**src/rtl/core/ffbt_pkg.sv**
```systemverilog
`timescale 1ns / 1ps
`default_nettype none
package ffbt_pkg;

  localparam int POOL_BYTES_DEF = 1024;
  localparam int TAG_BYTES_DEF  = 8;

  localparam int CMD_W = 2;
  localparam int REQ_W = 10;
  localparam int OFS_W = 10;

  localparam logic [CMD_W-1:0] CMD_INIT    = 2'd0;
  localparam logic [CMD_W-1:0] CMD_ALLOC   = 2'd1;
  localparam logic [CMD_W-1:0] CMD_RELEASE = 2'd2;

  // datapath micro-operations
  typedef logic [4:0] op_t;
  localparam op_t OP_IDLE     = 5'd0;
  localparam op_t OP_LOAD     = 5'd1;
  localparam op_t OP_CLEAR    = 5'd2;
  localparam op_t OP_ARD      = 5'd3;
  localparam op_t OP_AEV      = 5'd4;
  localparam op_t OP_ASTEP    = 5'd5;
  localparam op_t OP_AW1      = 5'd6;
  localparam op_t OP_AW2      = 5'd7;
  localparam op_t OP_AW3      = 5'd8;
  localparam op_t OP_AW4      = 5'd9;
  localparam op_t OP_AGRANT   = 5'd10;
  localparam op_t OP_FAIL     = 5'd11;
  localparam op_t OP_OK       = 5'd12;
  localparam op_t OP_RRD_HEAD = 5'd13;
  localparam op_t OP_REV_HEAD = 5'd14;
  localparam op_t OP_RW_HEAD  = 5'd15;
  localparam op_t OP_RW_FOOT  = 5'd16;
  localparam op_t OP_RRD_NH   = 5'd17;
  localparam op_t OP_REV_NH   = 5'd18;
  localparam op_t OP_RMERGE_N = 5'd19;
  localparam op_t OP_RRD_PF   = 5'd20;
  localparam op_t OP_REV_PF   = 5'd21;
  localparam op_t OP_RRD_PH   = 5'd22;
  localparam op_t OP_REV_PH   = 5'd23;
  localparam op_t OP_RMERGE_P = 5'd24;
  localparam op_t OP_PUSH     = 5'd25;

  typedef struct packed {
    logic [CMD_W-1:0] cmd;
    logic             clr_last;
    logic             a_broken;
    logic             a_end;
    logic             a_fit;
    logic             a_split;
    logic             r_bad_off;
    logic             r_head_bad;
    logic             r_nh_in;
    logic             r_n_merge;
    logic             r_has_prev;
    logic             r_p_ok;
    logic             fr;
    logic             out_free;
  } dp_stat_t;

endpackage
`default_nettype wire

```
**src/rtl/core/ffbt_ctrl.sv**
```systemverilog
`timescale 1ns / 1ps
`default_nettype none
module ffbt_ctrl import ffbt_pkg::*; (
  input  wire logic     clk,
  input  wire logic     rst,
  input  wire logic     in_valid,
  output logic          in_ready,
  input  wire dp_stat_t stat,
  output op_t           op
);
  localparam logic [5:0] S_RCLEAR  = 6'd0;
  localparam logic [5:0] S_IDLE    = 6'd1;
  localparam logic [5:0] S_DISP    = 6'd2;
  localparam logic [5:0] S_ICLEAR  = 6'd3;
  localparam logic [5:0] S_ARD     = 6'd4;
  localparam logic [5:0] S_AEV     = 6'd5;
  localparam logic [5:0] S_ACHK    = 6'd6;
  localparam logic [5:0] S_AW1     = 6'd7;
  localparam logic [5:0] S_AW2     = 6'd8;
  localparam logic [5:0] S_AW3     = 6'd9;
  localparam logic [5:0] S_AW4     = 6'd10;
  localparam logic [5:0] S_AGRANT  = 6'd11;
  localparam logic [5:0] S_FAIL    = 6'd12;
  localparam logic [5:0] S_OK      = 6'd13;
  localparam logic [5:0] S_PUSH    = 6'd14;
  localparam logic [5:0] S_RRDH    = 6'd15;
  localparam logic [5:0] S_REVH    = 6'd16;
  localparam logic [5:0] S_RCHK    = 6'd17;
  localparam logic [5:0] S_RWH1    = 6'd18;
  localparam logic [5:0] S_RWF1    = 6'd19;
  localparam logic [5:0] S_NCHK0   = 6'd20;
  localparam logic [5:0] S_RRDN    = 6'd21;
  localparam logic [5:0] S_REVN    = 6'd22;
  localparam logic [5:0] S_NCHK    = 6'd23;
  localparam logic [5:0] S_RMN     = 6'd24;
  localparam logic [5:0] S_RWH2    = 6'd25;
  localparam logic [5:0] S_RWF2    = 6'd26;
  localparam logic [5:0] S_PCHK0   = 6'd27;
  localparam logic [5:0] S_RRDPF   = 6'd28;
  localparam logic [5:0] S_REVPF   = 6'd29;
  localparam logic [5:0] S_PCHK    = 6'd30;
  localparam logic [5:0] S_RRDPH   = 6'd31;
  localparam logic [5:0] S_REVPH   = 6'd32;
  localparam logic [5:0] S_PHCHK   = 6'd33;
  localparam logic [5:0] S_RMP     = 6'd34;
  localparam logic [5:0] S_RWH3    = 6'd35;
  localparam logic [5:0] S_RWF3    = 6'd36;

  logic [5:0] state, state_next;

  assign in_ready = (state == S_IDLE);

  always_comb begin
    state_next = state;
    op         = OP_IDLE;
    case (state)
      S_RCLEAR: begin
        op = OP_CLEAR;
        if (stat.clr_last) state_next = S_IDLE;
      end
      S_IDLE: begin
        if (in_valid) begin
          op         = OP_LOAD;
          state_next = S_DISP;
        end
      end
      S_DISP: begin
        case (stat.cmd)
          CMD_INIT:    state_next = S_ICLEAR;
          CMD_ALLOC:   state_next = S_ARD;
          CMD_RELEASE: state_next = stat.r_bad_off ? S_OK : S_RRDH;
          default:     state_next = S_FAIL;
        endcase
      end
      S_ICLEAR: begin
        op = OP_CLEAR;
        if (stat.clr_last) state_next = S_OK;
      end
      S_ARD: begin
        op         = OP_ARD;
        state_next = S_AEV;
      end
      S_AEV: begin
        op         = OP_AEV;
        state_next = S_ACHK;
      end
      S_ACHK: begin
        if (stat.a_broken) begin
          state_next = S_FAIL;
        end else if (stat.a_fit) begin
          state_next = S_AW1;
        end else begin
          op         = OP_ASTEP;
          state_next = stat.a_end ? S_FAIL : S_ARD;
        end
      end
      S_AW1: begin
        op         = OP_AW1;
        state_next = S_AW2;
      end
      S_AW2: begin
        op         = OP_AW2;
        state_next = stat.a_split ? S_AW3 : S_AGRANT;
      end
      S_AW3: begin
        op         = OP_AW3;
        state_next = S_AW4;
      end
      S_AW4: begin
        op         = OP_AW4;
        state_next = S_AGRANT;
      end
      S_AGRANT: begin
        op         = OP_AGRANT;
        state_next = S_PUSH;
      end
      S_FAIL: begin
        op         = OP_FAIL;
        state_next = S_PUSH;
      end
      S_OK: begin
        op         = OP_OK;
        state_next = S_PUSH;
      end
      S_PUSH: begin
        if (stat.out_free) begin
          op         = OP_PUSH;
          state_next = S_IDLE;
        end
      end
      S_RRDH: begin
        op         = OP_RRD_HEAD;
        state_next = S_REVH;
      end
      S_REVH: begin
        op         = OP_REV_HEAD;
        state_next = S_RCHK;
      end
      S_RCHK:  state_next = stat.r_head_bad ? S_OK : S_RWH1;
      S_RWH1: begin
        op         = OP_RW_HEAD;
        state_next = S_RWF1;
      end
      S_RWF1: begin
        op         = OP_RW_FOOT;
        state_next = S_NCHK0;
      end
      S_NCHK0: state_next = stat.r_nh_in ? S_RRDN : S_PCHK0;
      S_RRDN: begin
        op         = OP_RRD_NH;
        state_next = S_REVN;
      end
      S_REVN: begin
        op         = OP_REV_NH;
        state_next = S_NCHK;
      end
      S_NCHK:  state_next = stat.r_n_merge ? S_RMN : S_PCHK0;
      S_RMN: begin
        op         = OP_RMERGE_N;
        state_next = S_RWH2;
      end
      S_RWH2: begin
        op         = OP_RW_HEAD;
        state_next = S_RWF2;
      end
      S_RWF2: begin
        op         = OP_RW_FOOT;
        state_next = S_PCHK0;
      end
      S_PCHK0: state_next = stat.r_has_prev ? S_RRDPF : S_OK;
      S_RRDPF: begin
        op         = OP_RRD_PF;
        state_next = S_REVPF;
      end
      S_REVPF: begin
        op         = OP_REV_PF;
        state_next = S_PCHK;
      end
      S_PCHK:  state_next = stat.r_p_ok ? S_RRDPH : S_OK;
      S_RRDPH: begin
        op         = OP_RRD_PH;
        state_next = S_REVPH;
      end
      S_REVPH: begin
        op         = OP_REV_PH;
        state_next = S_PHCHK;
      end
      S_PHCHK: state_next = stat.fr ? S_RMP : S_OK;
      S_RMP: begin
        op         = OP_RMERGE_P;
        state_next = S_RWH3;
      end
      S_RWH3: begin
        op         = OP_RW_HEAD;
        state_next = S_RWF3;
      end
      S_RWF3: begin
        op         = OP_RW_FOOT;
        state_next = S_OK;
      end
      default: state_next = S_IDLE;
    endcase
  end

  always_ff @(posedge clk) begin
    if (rst) begin
      state <= S_RCLEAR;
    end else begin
      state <= state_next;
    end
  end
endmodule
`default_nettype wire

```
**config.mk**
```make
export PLATFORM = sky130hd
export DESIGN_NAME = ffbt_ctrl
export DESIGN_NICKNAME = d
export VERILOG_FILES = /design/src/rtl/core/ffbt_pkg.sv /design/src/rtl/core/ffbt_ctrl.sv
export SDC_FILE = /design/constraint.sdc
export NUM_CORES = 1
export LEC_CHECK = 0
export BUFFER_PORTS_ARGS = -buffer_cell sky130_fd_sc_hd__buf_2
export CAP_MARGIN = 15
export CELL_PAD_IN_SITES_DETAIL_PLACEMENT = 1
export CELL_PAD_IN_SITES_GLOBAL_PLACEMENT = 2
export CORE_UTILIZATION = 31
export CTS_CLUSTER_SIZE = 28
export DETAILED_ROUTE_END_ITERATION = 8
export PLACE_DENSITY_LB_ADDON = 0.25
export SLEW_MARGIN = 20
export SYNTH_ARGS = -nofsm -noshare
export SYNTH_HDL_FRONTEND = slang
export SYNTH_SLANG_ARGS = --single-unit
```
**constraint.sdc**
```tcl
create_clock -name clk -period 2.45 [get_ports clk]
set_input_delay 0.49 -clock clk [delete_from_list [all_inputs] [get_ports clk]]
set_output_delay 0.49 -clock clk [all_outputs]
set_load 0.05 [all_outputs]
```
### Word level (Yosys, flattened, before mapping)

Cells that the tools add are included.

* RAM bits: 0
* input bits: 18
* word-level logic and storage cells: 72
* memories: 0
* register bits after elaboration: 6
* ROM bits: 0
* bits in latches: 0

* $lt $le $gt $ge: 0
* reductions and logical operators: 7
* shift-type cells: 0
* muxes and demuxes: 22
* equality and inequality tests: 42
* div/mod/pow operators: 0
* bitwise logic cells: 0
* multipliers: 0
* $add $sub $neg: 0

Operator list (number)
* 6-bit one-hot mux with 35 select lines: 1
* 5-bit one-hot mux with 25 select lines: 1
* 6-bit by 5-bit == test with 1-bit output, second input constant: 16
* 6-bit by 4-bit == test with 1-bit output, second input constant: 8
* 6-bit == test, second input constant: 5
* 6-bit 2-to-1 mux: 5
* 6-bit by 3-bit == test with 1-bit output, second input constant: 4
* 5-bit 2-to-1 mux: 4
* 4-bit 2-to-1 mux: 4
* 6-bit by 2-bit == test with 1-bit output, second input constant: 2
* 4-bit one-hot mux with 3 select lines: 1
* 3-bit OR reduction: 3
* 2-bit inequality test, second input constant: 4
* 6-bit by 1-bit == test with 1-bit output, second input constant: 1
* 6-bit zero test: 1
* 2-bit 2-to-1 mux: 3
* 3-bit 2-to-1 mux: 2
* 4-bit AND reduction: 1
* 2-bit by 1-bit == test with 1-bit output, second input constant: 1
* 2-bit == test, second input constant: 1
* 2-bit zero test: 1
* 2-bit OR reduction: 1
* 1-bit 2-to-1 mux: 1

### Depth between registers and ports, before layout

* depth in word-level cells: 4
* mapped depth: 8

### Worst setup path before layout

Ideal clock, no wire load.

* kind: register -> output
* start point: register state[2]
* end point: output port op[2]
* cell stages (with the launch flop): 9
* required time: 1.960 ns
* arrival: 2.325 ns
* path slack: -0.365 ns
* cell sequence: dfxtp_1 buf_6 buf_2 buf_4 buf_2 nand3_1 a21oi_1 a31oi_1 o21ai_0

* word-level cells in the longest chain between the ends: 3
* elaborated cells on any way between the ends: 34
* classes of those cells: 29 x eq/ne; 1 x mux; 4 x reduce/logical

RTL lines
* from (decl): line ffbt_ctrl.sv:49 `logic [5:0] state, state_next;`
* from (signal assigned): line ffbt_ctrl.sv:209 `state <= state_next;`
* 6-bit == test, or another cell as far along: line ffbt_ctrl.sv:56 `case (state)`
* 3-bit OR reduction (no source line) / 2-bit OR reduction (equally long branches)
* 5-bit one-hot mux with 25 select lines (*): line ffbt_ctrl.sv:56
* to (decl): line ffbt_ctrl.sv:9 `output op_t op`

Mark *: on every way between the ends. The rest lies on a longest branch, timed or not.

### Worst setup path in the final report

* start point: register state[3]
* end point: output port op[3]

Same word-level chain as after synthesis.

==> summary.txt <==
Floorplan
  • Die height: roughly 69 microns
  • Num rows: 23
  • Num ports: 24
  • Core area: 0.00414 sq mm
  • DIE AREA: 0.00471 sq mm
  • Starting Density: between 30% and 40%
  • Die X: 68.7 microns

Clocking
  • Sink Count: 6
  • Clock tree buffer depth: 2
  • CTS Buf Count: 3
  • CTS Hold Bufs: 0
  • CTS-repair resized insts: 2
  • CTS HTree Levels: 1
  • Register clock-pin slew on the reported worst setup and hold paths: about 40 ps
  • Clk_lat worst skew: roughly 230 ps
  • Post-CTS setup buffers: 0
  • Root Buffer: clkbuf_8
  • CTS tree: yes

Layout
  • P&R area growth vs syn: 19.0%
  • Final Cell Area: 0.00164 sq mm
  • Fraction of layout cells with a size suffix above 1: around 26%
  • Fill cell count: 546
  • Layout Cells excl Fill: 275
  • Largest Register: state
  • Largest register FFs: 6
  • Layout Nets: between 200 and 250
  • ANT cells: 0
  • Biggest regs: state: 6 flops
  • Fin util: 39.6%

Placement
  • GP Congestion: roughly 0.89
  • Detailed placement HPWL: 4030 microns
  • Port Buffers: 23
  • # placed instances: between 200 and 300
  • Placed Instance Area: 0.00158 sq mm

Setup path
  • Crit path launch: state[3]
  • Kind of end point of the critical path: output port
  • Worst reg2reg path startpoint: state[5]
  • Crit Path Category: reg -> out
  • R2R Path End: state[0]
  • Required time of the worst setup path: a little under 2000 ps
  • FF-to-FF setup slack: 340 ps
  • CP startpoint kind: flop
  • Crit Path Max Fanout: 33
  • R2R depth: 7
  • Worst EP arrival: 1880 ps
  • CP Capture Point: op[3]

Pwr
  • P per Cell Area: 740 mW/mm^2
  • VDD IR-drop max: 0.332 mV
  • Leak Pwr: 0.577 nW

Synth
  • Number of flops mapped to enable cells by yosys: 0
  • Post-synthesis instance total: 204
  • Yosys warning total: 0
  • Main synth FF type: dfxtp_1
  • Synth Register Bits: 6
  • Synthesized area per cell: between 6 and 7 sq um
  • Net Count, Synth: approximately 220
  • Post-Syn Area: 0.00138 sq mm
  • FFs w/ async S/R, synth: 0%
  • Seq/Total Area, Yosys: 8.72%
  • Synth unique cells: 60

Detailed routing
  • Final wirelength: roughly 5400 microns
  • 1st-iter DRT viols: roughly 160
  • Avg WL per Cell: 19.5 microns
  • DRT Pass-1 Iters: 4
  • Antenna Violating Nets Remaining: 0
  • DR vias: 1709
  • Drt drc: 0
  • Post-DR vias/cell: 6.21

Timing
  • Post-route setup TNS: 0 ps
  • Final setup viols: 0
  • Layout Skew: 6.82 ps
  • Hold Vio Cnt, Final: 0
  • Minimum clock period: 2370 ps
  • RSZ-0062 raised after global routing: false
  • F_max: 422 MHz
  • Slew Limit Headroom: 58.3%
  • Max Transition Viols Final: 0
  • Slew @ Worst Pin: 609 ps
  • Part of the cycle the worst path needs: 96.7%

GRT
  • Total track usage: 24.4%
  • Largest net degree at the start of global routing: 37
  • Vias in the first global route: between 1500 and 2000
  • Antenna violations before repair: 0
  • First-pass GRT wire length: 8440 microns
  • Grt ovf: 0

Hold path
  • Hold crit path type: in -> reg

Status
  • Outcome: completed

Job
  • Maxcap violations: 0
-- metrics by stage --
stage,worst slack (ps),total power [mW],hold slack (ps)
6_report,81.1,1.21,522
3_3_place_gp,61.2,1.02,750
5_1_grt,18.8,1.30,531
2_1_floorplan,11.8,0.789,556
3_5_place_dp,43.8,1.04,753
4_1_cts,77.7,1.20,518
-- layout by cell type (no fill, tap or decap), types with 3 or more instances in the layout --
master    instances
a31oi_1           4
a21oi_1          15
buf_4            15
nand4_1           3
buf_2            22
o22ai_1           4
or3_1             3
a22oi_1           3
o21ai_0          12
nand2_1          15
nor3_1           10
inv_1             3
dfxtp_1           3
nor2_1           18
nor2b_1           3
o21ai_1           3
nand2b_1         13
nand3_1           3
mux2i_1           3
a211oi_1          5
clkbuf_8          3
-- synth_stat cells (all sizes together) (2+ instances only) --
library cell   n  area [sq um]
o22a           2          17.5
nand3          3          15.0
or4b           2          23.8
nor3          11          60.1
and2           2          12.5
a311oi         2          17.5
buf           19           125
clkbuf         3          11.3
o21a           2          15.0
mux2i          3          30.0
xor2           2          17.5
o32ai          2          17.5
nor4bb         2          20.0
and3           2          12.5
o21bai         2          15.0
or2            3          18.8
a22oi          3          22.5
xnor2          2          17.5
dfxtp          6           120
a32oi          2          17.5
nor2b          3          18.8
o22ai          5          31.3
a31oi          4          25.0
inv            3          11.3
nand2b        14          95.1
nor2          19          71.3
a211oi         6          50.1
or3            3          18.8
a21oi         15          75.1
or4            2          18.8
o21ai         15          75.1
a221oi         2          23.8
nor4           3          33.8
a2111oi        2          17.5
nand2         15          56.3
nand4          3          18.8
-- kinds of logic (layout without fill, tap and decap cells) --
family                    after synthesis  in the layout  synth area share (%)
muxes                                   4              4                  3.00
AOI/OAI and AO/OA                      74             74                  36.7
and+or+nand+nor                        91             91                  38.3
xor gates and xnor gates                4              4                  2.54
DFF                                     6              6                  8.72
buffers and inverters                  25             46                  10.7
-- area by class of cell --
cell class,instances,area (sq um),share of cell area [%]
multi-input cells,173,1130,68.8
repair buffers,40,270,16.5
flip-flops and latches,6,126,7.71
well taps,50,62.6,3.82
clock buffers,3,41.3,2.52
inverters,3,11.3,0.687
-- worst max-delay path, cell delays in order, from the launching register on --
cell      delay [ps]
dfxtp_1          320
buf_12           170
nand2b_1         250
mux2_2           310
o22ai_1          120
a22oi_1           90
o21ai_1           90
buf_2            270
-- worst min-delay path by stage --
stage | startpoint | end | slack (ps) | depth (start not counted)
6_report | rst | state[4] | 520 | 2
5_1_grt | rst | state[0] | 530 | 2
4_1_cts | rst | state[4] | 520 | 2
3_5_place_dp | rst | state[0] | 750 | 2
3_3_place_gp | rst | state[0] | 750 | 2
2_1_floorplan | rst | state[0] | 560 | 1
-- power by group --
| part | switching [mW] | internal, mW |
|---|---|---|
| sequential | 0.0244 | 0.114 |
| clock | 0.0501 | 0.106 |
| combinational | 0.572 | 0.347 |
| total | 0.646 | 0.567 |
-- metal layers --
layer	GRT usage [%]	up-vias	share of wire, %
met5	0	-	0
met4	5.47	0	1.3
met3	1.32	9	3.2
met2	41.2	37	47
met1	33.8	840	48
li1	-	823	-
No activity file was read; power rests on OpenSTA's default activity.
